**src/rtl/core/rtmp_pkg.sv**
```systemverilog
// Shared types and constants for the recurrence term by matrix power block.
package rtmp_pkg;

  // Fixed field widths of the ports
  localparam int EXP_W     = 31;
  localparam int REG_W     = 10;
  localparam int RESULT_W  = 10;
  localparam int CFG_IDX_W = 3;

  // Configuration register indexes
  localparam logic [CFG_IDX_W-1:0] IDX_COEF_FIRST   = 3'd0;
  localparam logic [CFG_IDX_W-1:0] IDX_COEF_SECOND  = 3'd1;
  localparam logic [CFG_IDX_W-1:0] IDX_SEED_UPPER   = 3'd2;
  localparam logic [CFG_IDX_W-1:0] IDX_SEED_LOWER   = 3'd3;
  localparam logic [CFG_IDX_W-1:0] IDX_FINAL_OFFSET = 3'd4;

  // Reset values of the configuration registers
  localparam logic [REG_W-1:0] RST_COEF_FIRST   = 10'd6;
  localparam logic [REG_W-1:0] RST_COEF_SECOND  = 10'd996;
  localparam logic [REG_W-1:0] RST_SEED_UPPER   = 10'd28;
  localparam logic [REG_W-1:0] RST_SEED_LOWER   = 10'd6;
  localparam logic [REG_W-1:0] RST_FINAL_OFFSET = 10'd1;

  typedef struct packed {
    logic [REG_W-1:0] coef_first;
    logic [REG_W-1:0] coef_second;
    logic [REG_W-1:0] seed_upper;
    logic [REG_W-1:0] seed_lower;
    logic [REG_W-1:0] final_offset;
  } cfg_regs_t;

  typedef enum logic [2:0] {
    ST_IDLE,
    ST_LOAD,
    ST_CHECK,
    ST_MULT,
    ST_SQUARE,
    ST_FINAL,
    ST_DRAIN
  } state_t;

  // Last step of each burst on the shared multiply-mod unit
  localparam logic [3:0] K_LOAD_END = 4'd8;
  localparam logic [3:0] K_MAT_END  = 4'd11;
  localparam logic [3:0] K_FIN_END  = 4'd12;

endpackage

```
**src/rtl/core/rtmp_cfg_regs.sv**
```systemverilog
// Configuration register file with its write port.
module rtmp_cfg_regs (
  input  logic                              clk,
  input  logic                              rst_n,
  input  logic                              cfg_valid,
  output logic                              cfg_ready,
  input  logic [rtmp_pkg::CFG_IDX_W-1:0]    cfg_index,
  input  logic [rtmp_pkg::REG_W-1:0]        cfg_data,
  output rtmp_pkg::cfg_regs_t               regs
);
  import rtmp_pkg::*;

  cfg_regs_t regs_r;
  cfg_regs_t regs_nxt;

  assign cfg_ready = 1'b1;
  assign regs      = regs_r;

  always_comb begin
    regs_nxt = regs_r;
    if (cfg_valid) begin
      case (cfg_index)
        IDX_COEF_FIRST:   regs_nxt.coef_first   = cfg_data;
        IDX_COEF_SECOND:  regs_nxt.coef_second  = cfg_data;
        IDX_SEED_UPPER:   regs_nxt.seed_upper   = cfg_data;
        IDX_SEED_LOWER:   regs_nxt.seed_lower   = cfg_data;
        IDX_FINAL_OFFSET: regs_nxt.final_offset = cfg_data;
        default:          regs_nxt = regs_r;
      endcase
    end
  end

  always_ff @(posedge clk) begin
    if (!rst_n) begin
      regs_r.coef_first   <= RST_COEF_FIRST;
      regs_r.coef_second  <= RST_COEF_SECOND;
      regs_r.seed_upper   <= RST_SEED_UPPER;
      regs_r.seed_lower   <= RST_SEED_LOWER;
      regs_r.final_offset <= RST_FINAL_OFFSET;
    end else begin
      regs_r <= regs_nxt;
    end
  end

endmodule

```
**src/rtl/core/rtmp_mulmod.sv**
```systemverilog
// Pipelined multiply-add-mod unit: res = (a*b + c) mod MODULUS.
module rtmp_mulmod #(
  parameter int  MODULUS = 1000,
  localparam int RES_W   = $clog2(MODULUS),
  localparam int C_W     = $clog2(MODULUS + 1),
  localparam int OP_W    = (RES_W > rtmp_pkg::REG_W) ? RES_W : rtmp_pkg::REG_W
) (
  input  logic             clk,
  input  logic [OP_W-1:0]  in_a,
  input  logic [OP_W-1:0]  in_b,
  input  logic [C_W-1:0]   in_c,
  output logic [RES_W-1:0] res
);
  import rtmp_pkg::*;

  // a*b + c stays below 2^P_W for every operand pattern
  localparam int                P_W     = 2 * OP_W + 1;
  localparam longint unsigned   RECIP_L = (64'd1 << P_W) / MODULUS;
  localparam logic [P_W-1:0]    RECIP   = P_W'(RECIP_L);
  localparam logic [C_W-1:0]    MOD_C   = C_W'(MODULUS);

  logic [P_W-1:0]       p_r, p_nxt;
  logic [P_W-1:0]       p2_r;
  logic [P_W-1:0]       q_r, q_nxt;
  logic [C_W:0]         r_r, r_nxt;
  logic [RES_W-1:0]     res_r, res_nxt;
  logic [2*P_W-1:0]     prod;
  logic [P_W+C_W-1:0]   qm_full;
  logic [P_W-1:0]       r_full;

  // Stage 0: product plus addend
  assign p_nxt = P_W'(in_a) * P_W'(in_b) + P_W'(in_c);

  // Stage 1: quotient estimate, floor(p/M) or one below
  assign prod  = (2*P_W)'(p_r) * (2*P_W)'(RECIP);
  assign q_nxt = prod[2*P_W-1:P_W];

  // Stage 2: partial remainder, below 2*M
  assign qm_full = (P_W+C_W)'(q_r) * (P_W+C_W)'(MOD_C);
  assign r_full  = p2_r - qm_full[P_W-1:0];
  assign r_nxt   = r_full[C_W:0];

  // Stage 3: final correction
  assign res_nxt = (r_r >= {1'b0, MOD_C}) ? RES_W'(r_r - {1'b0, MOD_C}) : RES_W'(r_r);

  always_ff @(posedge clk) begin
    p_r   <= p_nxt;
    p2_r  <= p_r;
    q_r   <= q_nxt;
    r_r   <= r_nxt;
    res_r <= res_nxt;
  end

  assign res = res_r;

endmodule

```
**src/rtl/core/recurrence_term_by_matrix_power.sv**
```systemverilog
// Top level: second-order recurrence term by companion matrix power, modulo MODULUS.
//
//   channel  | direction | handshake             | payload
//   ---------+-----------+-----------------------+-----------------------------
//   in_      | input     | in_valid / in_stall   | in_exponent   [30:0]
//   out_     | output    | out_valid / out_stall | out_residue   [9:0]
//   cfg_     | input     | cfg_valid / cfg_ready | cfg_index [2:0], cfg_data [9:0]
//
// One transaction at a time. All arithmetic runs on the single four-stage
// multiply-mod unit; each 2x2 matrix product is a burst on it.
// rst_n is synchronous, active low; it clears control state and restores the
// configuration registers. in_stall is high from acceptance until the result is
// handed to the output register; out_stall holds the result in that register.
module recurrence_term_by_matrix_power #(
  parameter int MODULUS  = 1000,
  parameter int EXP_BITS = 31
) (
  input  logic                              clk,
  input  logic                              rst_n,
  input  logic                              in_valid,
  output logic                              in_stall,
  input  logic [rtmp_pkg::EXP_W-1:0]        in_exponent,
  output logic                              out_valid,
  input  logic                              out_stall,
  output logic [rtmp_pkg::RESULT_W-1:0]     out_residue,
  input  logic                              cfg_valid,
  output logic                              cfg_ready,
  input  logic [rtmp_pkg::CFG_IDX_W-1:0]    cfg_index,
  input  logic [rtmp_pkg::REG_W-1:0]        cfg_data
);
  import rtmp_pkg::*;

  localparam int RES_W = $clog2(MODULUS);
  localparam int C_W   = $clog2(MODULUS + 1);
  localparam int OP_W  = (RES_W > REG_W) ? RES_W : REG_W;
  // Only the low EXP_BITS bits of n-1 take part; the port caps it at EXP_W
  localparam int NBITS = (EXP_BITS < EXP_W) ? EXP_BITS : EXP_W;
  localparam logic [C_W-1:0] MOD_C = C_W'(MODULUS);

  cfg_regs_t regs;

  state_t state_r, state_nxt;
  logic [3:0]        k_r, k_nxt;
  logic [NBITS-1:0]  e_r, e_nxt;
  logic [RES_W-1:0]  acc_r  [4];
  logic [RES_W-1:0]  acc_nxt[4];
  logic [RES_W-1:0]  base_r  [4];
  logic [RES_W-1:0]  base_nxt[4];
  logic [RES_W-1:0]  su_r, su_nxt;
  logic [RES_W-1:0]  sl_r, sl_nxt;
  logic [RES_W-1:0]  off_r, off_nxt;
  logic [RES_W-1:0]  fin_r, fin_nxt;
  logic              out_valid_r, out_valid_nxt;
  logic [RESULT_W-1:0] out_residue_r, out_residue_nxt;

  logic              accept;
  logic              out_free;
  logic [1:0]        j;
  logic [RES_W-1:0]  mat_a[4];
  logic [REG_W-1:0]  reg_sel;
  logic [OP_W-1:0]   mm_a, mm_b;
  logic [C_W-1:0]    mm_c;
  logic [RES_W-1:0]  mm_res;

  rtmp_cfg_regs u_cfg (
    .clk       (clk),
    .rst_n     (rst_n),
    .cfg_valid (cfg_valid),
    .cfg_ready (cfg_ready),
    .cfg_index (cfg_index),
    .cfg_data  (cfg_data),
    .regs      (regs)
  );

  rtmp_mulmod #(.MODULUS(MODULUS)) u_mulmod (
    .clk  (clk),
    .in_a (mm_a),
    .in_b (mm_b),
    .in_c (mm_c),
    .res  (mm_res)
  );

  assign in_stall    = (state_r != ST_IDLE);
  assign accept      = in_valid && !in_stall;
  assign out_valid   = out_valid_r;
  assign out_residue = out_residue_r;
  assign out_free    = !out_valid_r || !out_stall;
  // Matrix element index within a burst; bursts are aligned to multiples of four
  assign j           = k_r[1:0];

  // Next state
  always_comb begin
    state_nxt = state_r;
    case (state_r)
      ST_IDLE:   if (accept) state_nxt = ST_LOAD;
      ST_LOAD:   if (k_r == K_LOAD_END) state_nxt = ST_CHECK;
      ST_CHECK: begin
        if (e_r == '0)      state_nxt = ST_FINAL;
        else if (e_r[0])    state_nxt = ST_MULT;
        else                state_nxt = ST_SQUARE;
      end
      ST_MULT: begin
        // Skip the square when no exponent bit remains above this one
        if (k_r == K_MAT_END) state_nxt = ((e_r >> 1) == '0) ? ST_FINAL : ST_SQUARE;
      end
      ST_SQUARE: if (k_r == K_MAT_END) state_nxt = ST_CHECK;
      ST_FINAL:  if (k_r == K_FIN_END) state_nxt = ST_DRAIN;
      ST_DRAIN:  if (out_free) state_nxt = ST_IDLE;
      default:   state_nxt = ST_IDLE;
    endcase
  end

  // Operand select for the shared unit
  always_comb begin
    mm_a = '0;
    mm_b = '0;
    mm_c = '0;
    for (int i = 0; i < 4; i++) begin
      mat_a[i] = (state_r == ST_SQUARE) ? base_r[i] : acc_r[i];
    end
    case (k_r[2:0])
      3'd0:    reg_sel = regs.coef_first;
      3'd1:    reg_sel = regs.coef_second;
      3'd2:    reg_sel = regs.seed_upper;
      3'd3:    reg_sel = regs.seed_lower;
      default: reg_sel = regs.final_offset;
    endcase
    case (state_r)
      ST_LOAD: begin
        // Reduce each register: reg * 1 + 0
        mm_a = OP_W'(reg_sel);
        mm_b = OP_W'(1);
      end
      ST_MULT, ST_SQUARE: begin
        if (!k_r[2]) begin
          mm_a = OP_W'(mat_a[{j[1], 1'b0}]);
          mm_b = OP_W'(base_r[{1'b0, j[0]}]);
        end else begin
          // Second term of the dot product, first term fed back as addend
          mm_a = OP_W'(mat_a[{j[1], 1'b1}]);
          mm_b = OP_W'(base_r[{1'b1, j[0]}]);
          mm_c = C_W'(mm_res);
        end
      end
      ST_FINAL: begin
        case (k_r[3:2])
          2'd0: begin
            mm_a = OP_W'(su_r);
            mm_b = OP_W'(acc_r[2]);
          end
          2'd1: begin
            mm_a = OP_W'(sl_r);
            mm_b = OP_W'(acc_r[3]);
            mm_c = C_W'(mm_res);
          end
          default: begin
            // Subtract the offset by adding its complement
            mm_a = OP_W'(mm_res);
            mm_b = OP_W'(1);
            mm_c = MOD_C - C_W'(off_r);
          end
        endcase
      end
      default: begin
        mm_a = '0;
      end
    endcase
  end

  // Datapath and counters
  always_comb begin
    k_nxt    = (state_nxt != state_r) ? 4'd0 : k_r + 4'd1;
    e_nxt    = e_r;
    acc_nxt  = acc_r;
    base_nxt = base_r;
    su_nxt   = su_r;
    sl_nxt   = sl_r;
    off_nxt  = off_r;
    fin_nxt  = fin_r;
    out_valid_nxt   = out_valid_r && out_stall;
    out_residue_nxt = out_residue_r;
    case (state_r)
      ST_IDLE: begin
        if (accept) begin
          // n-1 saturating at zero, low NBITS bits only
          e_nxt = (in_exponent == '0) ? '0 : NBITS'(in_exponent - EXP_W'(1));
        end
      end
      ST_LOAD: begin
        case (k_r)
          4'd4: base_nxt[0] = mm_res;
          4'd5: base_nxt[1] = mm_res;
          4'd6: su_nxt      = mm_res;
          4'd7: sl_nxt      = mm_res;
          4'd8: begin
            off_nxt     = mm_res;
            base_nxt[2] = RES_W'(1);
            base_nxt[3] = '0;
            acc_nxt[0]  = RES_W'(1);
            acc_nxt[1]  = '0;
            acc_nxt[2]  = '0;
            acc_nxt[3]  = RES_W'(1);
          end
          default: off_nxt = off_r;
        endcase
      end
      ST_MULT: begin
        if (k_r[3]) acc_nxt[j] = mm_res;
      end
      ST_SQUARE: begin
        if (k_r[3]) base_nxt[j] = mm_res;
        if (k_r == K_MAT_END) e_nxt = e_r >> 1;
      end
      ST_FINAL: begin
        if (k_r == K_FIN_END) fin_nxt = mm_res;
      end
      ST_DRAIN: begin
        if (out_free) begin
          out_valid_nxt   = 1'b1;
          out_residue_nxt = RESULT_W'(fin_r);
        end
      end
      default: e_nxt = e_r;
    endcase
  end

  always_ff @(posedge clk) begin
    if (!rst_n) begin
      state_r <= ST_IDLE;
    end else begin
      state_r <= state_nxt;
    end
  end

  always_ff @(posedge clk) begin
    if (!rst_n) begin
      k_r         <= '0;
      out_valid_r <= 1'b0;
    end else begin
      k_r         <= k_nxt;
      out_valid_r <= out_valid_nxt;
    end
  end

  always_ff @(posedge clk) begin
    e_r           <= e_nxt;
    acc_r         <= acc_nxt;
    base_r        <= base_nxt;
    su_r          <= su_nxt;
    sl_r          <= sl_nxt;
    off_r         <= off_nxt;
    fin_r         <= fin_nxt;
    out_residue_r <= out_residue_nxt;
  end

  // A new result appears only out of the drain step
  a_rise_from_drain: assert property (@(posedge clk) disable iff (!rst_n)
    $rose(out_valid_r) |-> $past(state_r) == ST_DRAIN)
    else $error("result raised outside drain step");

  // An accepted transaction starts its load burst from step zero
  a_accept_load: assert property (@(posedge clk) disable iff (!rst_n)
    accept |=> (state_r == ST_LOAD && k_r == 4'd0))
    else $error("accepted transaction did not start load");

  // Matrix entries stay reduced while the exponent walk runs
  a_acc_reduced: assert property (@(posedge clk) disable iff (!rst_n)
    (state_r == ST_CHECK) |->
      (int'(acc_r[0]) < MODULUS && int'(acc_r[3]) < MODULUS &&
       int'(base_r[0]) < MODULUS && int'(base_r[1]) < MODULUS))
    else $error("matrix entry out of range");

  // Delivered residue is reduced unless the field masks it
  a_out_range: assert property (@(posedge clk) disable iff (!rst_n)
    out_valid_r |-> (MODULUS > 1024 || int'(out_residue_r) < MODULUS))
    else $error("residue out of range");

endmodule
```
**config.mk**
```make
export PLATFORM = sky130hd
export DESIGN_NAME = recurrence_term_by_matrix_power
export DESIGN_NICKNAME = d
export VERILOG_FILES = /design/src/rtl/core/rtmp_pkg.sv /design/src/rtl/core/rtmp_cfg_regs.sv /design/src/rtl/core/rtmp_mulmod.sv /design/src/rtl/core/recurrence_term_by_matrix_power.sv
export SDC_FILE = /design/constraint.sdc
export NUM_CORES = 1
export LEC_CHECK = 0
export BUFFER_PORTS_ARGS = -buffer_cell sky130_fd_sc_hd__buf_2
export CAP_MARGIN = 15
export CORE_MARGIN = 8
export CORE_UTILIZATION = 54
export CTS_BUF_LIST = sky130_fd_sc_hd__clkbuf_16
export DETAILED_ROUTE_END_ITERATION = 7
export PLACE_DENSITY_LB_ADDON = 0.1
export SYNTH_ARGS = -nofsm -noshare
export SYNTH_HDL_FRONTEND = slang
export SYNTH_HIERARCHICAL = 1
export SYNTH_SLANG_ARGS = --single-unit
```
**constraint.sdc**
```tcl
create_clock -name clk -period 13 [get_ports clk]
set_input_delay 1.3 -clock clk [delete_from_list [all_inputs] [get_ports clk]]
set_output_delay 1.3 -clock clk [all_outputs]
set_load 0.02 [all_outputs]
```
# Word-level counts from Yosys, hierarchy flattened
# Cells that the tools add are included.
[totals]
reg_bits = 284
input_bits = 49
output_inout_bits = 13
word_cells = 168
[op_classes]
add_sub_neg = 6
n_mul = 3
n_lt_le_gt_ge = 7
n_eq_ne = 29
n_mux = 55
bitwise_logic = 6
n_reduce_logical = 35
[ops]
columns = ["op", "count"]
rows = [
  ["$mux 10", 19],
  ["$pmux 40 s2", 2],
  ["$mux 40", 3],
  ["$logic_not 31->1", 3],
  ["$mux 31", 3],
  ["$bmux 10 s2", 4],
  ["$bwmux 40", 2],
  ["$pmux 10 s2", 4],
  ["$pmux 31 s2", 1],
  ["$pmux 10 s3", 2],
  ["$pmux 10 s4", 1],
  ["$mul 21x12->33 const B", 1],
  ["$sub 31x1->31 const B", 1],
  ["$mux 3", 8],
  ["$add 20x10->21", 1],
  ["$pmux 3 s7", 1],
  ["$demux 10 s2", 1],
  ["$mul 10x10->20", 1],
  ["$mux 20", 1],
  ["$reduce_and 2->1", 10],
  ["$eq 3x2->1 const B", 6],
  ["$eq 4x3->1 const B", 4],
  ["$ge 3x3->1 const B", 5],
  ["$reduce_and 3->1", 5],
  ["other kinds (26)", 52],
]

# Depth between registers and ports, before layout
[depth]
word_depth = 9
mapped_depth = 31
ltp_nobuf = 27

# Hierarchy
# The synthesis kept the hierarchy.
[by_module_without_submodules]
columns = ["mod", "instances", "cells_per_inst", "area_each_um2", "seq_area_each_um2"]
rows = [
  ["recurrence_term_by_matrix_power", 1, 814, 9432.8, 4994.8],
  ["rtmp_mulmod", 1, 862, 8379.3, 1221.2],
  ["rtmp_cfg_regs", 1, 191, 1961.9, 1001.0],
]

# Worst setup path before layout
# Ideal clock, no wire load.
[synth_timing]
path_kind = "register to register"
startpoint = "reg k_r[0]"
endpoint = "reg u_mulmod.p_r[19]"
arrival_ns = 6.584
path_slack_ns = 6.344
path_stages_with_launch = 28
synth_period_minus_slack_ns = 6.656
cell_sequence = "dfxtp_1 clkbuf_1 inv_1 ha_1 clkbuf_1 buf_1 a22oi_1 nand3_1 o21ai_0 o22ai_1 a221o_1 clkbuf_1 and2_1 fa_1 inv_1 fa_1 fa_1 fa_1 fa_1 inv_1 ha_1 or3_1 o21ai_0 a21oi_2 a211o_1 a31o_1 a21oi_2 xnor2_1"
[synth_rtl]
columns = ["element", "line", "rtl"]
rows = [
  ["from (decl)", "recurrence_term_by_matrix_power.sv:43", "logic [3:0] k_r, k_nxt;"],
  ["from (signal assigned)", "recurrence_term_by_matrix_power.sv:240", "k_r <= k_nxt;"],
  ["$eq 3x2->1 (tied with other cells)", "recurrence_term_by_matrix_power.sv:121", "case (k_r[2:0])"],
  ["$pmux 10 s4 *", "recurrence_term_by_matrix_power.sv:121", ""],
  ["$pmux 10 s3 *", "recurrence_term_by_matrix_power.sv:128", "case (state_r)"],
  ["net mm_a[6]", "recurrence_term_by_matrix_power.sv:61", "logic [OP_W-1:0] mm_a, mm_b;"],
  ["$mul 10x10->20 *", "rtmp_mulmod.sv:32", "assign p_nxt = P_W'(in_a) * P_W'(in_b) + P_W'(in_c);"],
  ["$add 20x10->21 *", "rtmp_mulmod.sv:32", ""],
  ["net u_mulmod.p_nxt[19]", "rtmp_mulmod.sv:22", "logic [P_W-1:0] p_r, p_nxt;"],
  ["to (signal assigned)", "rtmp_mulmod.sv:47", "p_r <= p_nxt;"],
  ["to (decl)", "rtmp_mulmod.sv:22", ""],
]
# The timed path passes the listed nets; every way through them passes the cells marked *. The select of a mux whose other input is x is not followed.
# A chain may end at the register's enable or synchronous reset.

# Final worst setup path
[layout_timing]
startpoint = "reg k_r[1]"
endpoint = "reg u_mulmod.p_r[19]"
[layout_between]
elab_chain_cells = 8
[layout_rtl]
columns = ["element", "line", "rtl"]
rows = [
  ["$not 2->3, on equally long branches", "recurrence_term_by_matrix_power.sv:136, recurrence_term_by_matrix_power.sv:140", ""],
  ["$bmux 10 s2, on equally long branches", "recurrence_term_by_matrix_power.sv:136, recurrence_term_by_matrix_power.sv:140", ""],
  ["$mux 10, on equally long branches (2 in a row)", "recurrence_term_by_matrix_power.sv:136, recurrence_term_by_matrix_power.sv:140", ""],
  ["$mux 10", "recurrence_term_by_matrix_power.sv:135", "if (!k_r[2]) begin"],
  ["$pmux 10 s3 *", "recurrence_term_by_matrix_power.sv:128", ""],
  ["net mm_a[5]", "recurrence_term_by_matrix_power.sv:61", ""],
  ["$mul 10x10->20 *", "rtmp_mulmod.sv:32", ""],
  ["$add 20x10->21 *", "rtmp_mulmod.sv:32", ""],
  ["net u_mulmod.p_nxt[19]", "rtmp_mulmod.sv:22", ""],
]
# Marked as above.

==> impl_metrics.csv <==
group,metric,value,unit
critical_path,start_kind,"flop",
timing,fin_crit,7.61,ns
critical_path,end_kind,"flop",
critical_path,worstPathArrival,8.12,ns
die,die_w,207,um
die,initial_core_util,54.4,%
clocking,clock-root-buffer,"clkbuf_16",
power_and_ir_drop,max-vdd-ir-drop,0.104,mV
global_route,gr-total-overflow,0,
drt,routedWlPerCell,19.6,um
global_route,grt_pass1_wl,77.1,mm
timing,finalHoldViolCount,0,
clocking,numClockSinks,280,
die,ioPinCount,62,
logic_synthesis,ys.flop_type,"edfxtp_1",
logic_synthesis,ys_types,85,
drt,vias,13673,
critical_path,rr_startpoint,"k_r[1]",
timing,worstMarginPinSlew,1.07,ns
min_path,hp-class,"flop to flop",
clocking,clockBufferDepth,3,
global_route,grt_pass1_vias,14148,
timing,grt_setup_unrepaired,"false",
placed_design,gp_congestion,0.874,
layout,final_util,59.4,%
clocking,clock_latency,0.60,ns
placed_design,dpl.cell_count,2343,
logic_synthesis,synth_area_leaders,"edfxtp_1 24%, ha_1 12%, dfxtp_1 12%",
critical_path,worstSetupPathType,"flop to flop",
timing,holdWs,0.307,ns
clocking,cts_tree,"done",
logic_synthesis,async_flop_share,0,%
drt,drtIter0Drc,870,
die,die_area,43000,um2
logic_synthesis,netlist_area,19800,um2
power_and_ir_drop,power_density,90.9,nW/um2
critical_path,rr_worst_depth,25,
drt,antenna_left,0,
layout,final.fill_count,3066,
die,core,36300,um2
logic_synthesis,syn_inst,1867,
critical_path,reg2reg_setup_slack,5.39,ns
critical_path,cp_max_fo,18,
clocking,ctsHoldBuffers,0,
clocking,post_cts_buffers,0,
clocking,cts_buffers,31,
die,die_h,207,um
timing,fin_tns_setup,0,ns
logic_synthesis,ys_seq_area_share,36.5,%
clocking,cts.repair.resized,0,
global_route,grtUsageTotal,22.1,%
min_path,worstHoldEndpoint,"u_mulmod/r_r[1]",
layout,final_cells,2403,
drt,wl,47.2,mm
critical_path,r2r_end,"u_mulmod/p_r[19]",
min_path,min_from,"u_mulmod/p2_r[1]",
logic_synthesis,syn_nets,2221,
timing,fmax,0.131,GHz
logic_synthesis,yosys.area.top_type_share,24.4,%
global_route,grt_max_degree,76,
power_and_ir_drop,p_leak,9.59,nW
layout,layout_commonest_cell,"inv_1",
timing,setup_violations,0,
layout,drive_gt1_share,11.2,%
drt,vias_per_cell,5.69,
placed_design,hpwl,35.6,mm
clocking,htreeDepth,1,
timing,finalCritPeriodShare,58.5,%
min_path,hold_depth,0,
logic_synthesis,yosys.area.top_type,"edfxtp_1",
logic_synthesis,syn_area_per_cell,10.6,um2
job,maxCapViolations,0,
drt,drtPass1Iterations,5,
die,rows,70,
layout,nNetsFinal,2263,
timing,relSlewSlack,28.4,%
global_route,grt_antenna_before_repair,1,
critical_path,critPathRequiredTime,13.51,ns
logic_synthesis,ys_warn_count,6,
layout,area_delta_synth_final,9.17,%
logic_synthesis,synth_edf_count,161,
power_and_ir_drop,p_total,1.96,mW
timing,fin_skew,0.0297,ns
run_status,run_status,"complete, no violations",
drt,drc,0,
logic_synthesis,ys_ff_latch,280,
clocking,clkTransAtPathRegs,0.06,ns
timing,finalMaxSlewViolations,0,
placed_design,portBuffers,60,
layout,final_cell_mix,"205 x inv_1, 195 x ha_1, 180 x nand2_1",
==> worst max path at each step <==
stage               cells past startpoint          endpoint  slack [ns]    from
floorplan                              27  u_mulmod/p_r[19]        6.34  k_r[0]
global placement                       23  u_mulmod/p_r[19]        5.72  k_r[1]
detailed placement                     25  u_mulmod/p_r[19]        5.51  k_r[1]
CTS                                    25  u_mulmod/p_r[19]        5.46  k_r[1]
global route                           25  u_mulmod/p_r[19]        5.05  k_r[1]
finish                                 25  u_mulmod/p_r[19]        5.39  k_r[1]
==> report_power, final <==
| group | switching (mW) | total [mW] | internal, mW |
|---|---|---|---|
| Clock | 0.365 | 0.858 | 0.493 |
| Sequential | 0.0139 | 0.965 | 0.951 |
| Combinational | 0.0843 | 0.139 | 0.0544 |
| Total | 0.463 | 1.96 | 1.50 |
==> synth_stat cells (4+ instances only) <==
master,instances
o22ai_1,14
mux2i_1,93
o21ai_0,59
fa_1,110
a22oi_1,21
or3_1,10
clkbuf_1,59
buf_2,8
dfxtp_1,119
a211oi_1,6
a221o_1,10
buf_1,13
a21o_1,10
nand3_1,32
a21oi_1,83
nor4_2,7
a21oi_2,5
edfxtp_1,161
nor2_1,79
a21boi_0,4
ha_1,195
nand2b_1,52
mux4_2,30
nand2_1,180
and2_1,51
xnor2_1,57
inv_1,199
and3_1,5
o21a_1,6
a211oi_2,8
nor2b_1,54
nor3_1,16
nor4_1,12
xor2_1,22
==> cell type report <==
type                    instances  area, um2  area share (%)
well taps                     468        586            2.71
inverters                     201        754            3.50
repair buffers                 94        556            2.57
multi-input cells            1301      11500            53.2
flip-flops and latches        280       7220            33.4
diodes                          1       2.50          0.0116
clock inverters                27        216            1.00
clock buffers                  31        776            3.59
==> routing by layer <==
metal / track usage (%) / share of wire, % / up-vias
li1: - / - / 6525
met1: 29.7 / 45 / 6712
met2: 36.2 / 46 / 363
met3: 4.68 / 6.8 / 73
met4: 5.23 / 2.1 / 0
met5: 0 / 0 / -
==> worst max-delay path, cell delays in order, from the launching register on <==
cell and delay [ns]:
dfxtp_1 0.88, clkinv_1 0.55, ha_1 0.51, a22oi_1 0.23, nand3_1 0.10, o21ai_0 0.14, o22ai_1 0.14, a221o_1 0.47
and2_1 0.23, fa_1 0.53, inv_1 0.05, fa_1 0.53, inv_1 0.05, fa_1 0.35, inv_1 0.08, fa_1 0.43
fa_1 0.49, inv_1 0.04, ha_1 0.35, or3_1 0.39, o21ai_0 0.10, a21oi_2 0.09, a211o_1 0.30, a31o_1 0.22
a21oi_2 0.14, xnor2_1 0.12
==> cell families after synthesis <==
kind of cell | after synthesis | synth area share [%]
AO/OA/AOI/OAI | 259 | 8.62
XOR/XNOR | 79 | 3.50
adder cells (fa/ha/maj) | 305 | 23.5
buffers and inverters | 286 | 5.68
flip-flops | 280 | 36.5
multiplexers | 123 | 8.12
other | 1 | 0.0190
AND/OR/NAND/NOR | 534 | 14.1
==> state kept, by name, summed over array words and instances (netlist names), 3 cells and up <==
name	count
u_cfg/regs	50
fin_r	10
u_mulmod/q_r	8
e_r	31
out_residue	10
state_r	3
sl_r	10
u_mulmod/p_r	21
su_r	10
u_mulmod/res	10
acc_r	40
u_mulmod/r_r	11
u_mulmod/p2_r	11
off_r	10
base_r	40
k_r	4
==> metrics by stage <==
| stage | worst slack (ns) | area (um2) |
|---|---|---|
| final | 5.39 | 21600 |
| after CTS | 5.46 | 21600 |
| after global placement | 5.72 | 20600 |
| after floorplan | 6.34 | 19800 |
| after global routing | 5.05 | 21600 |
| after detailed placement | 5.51 | 20600 |
Power figures use the tool's default switching activity.
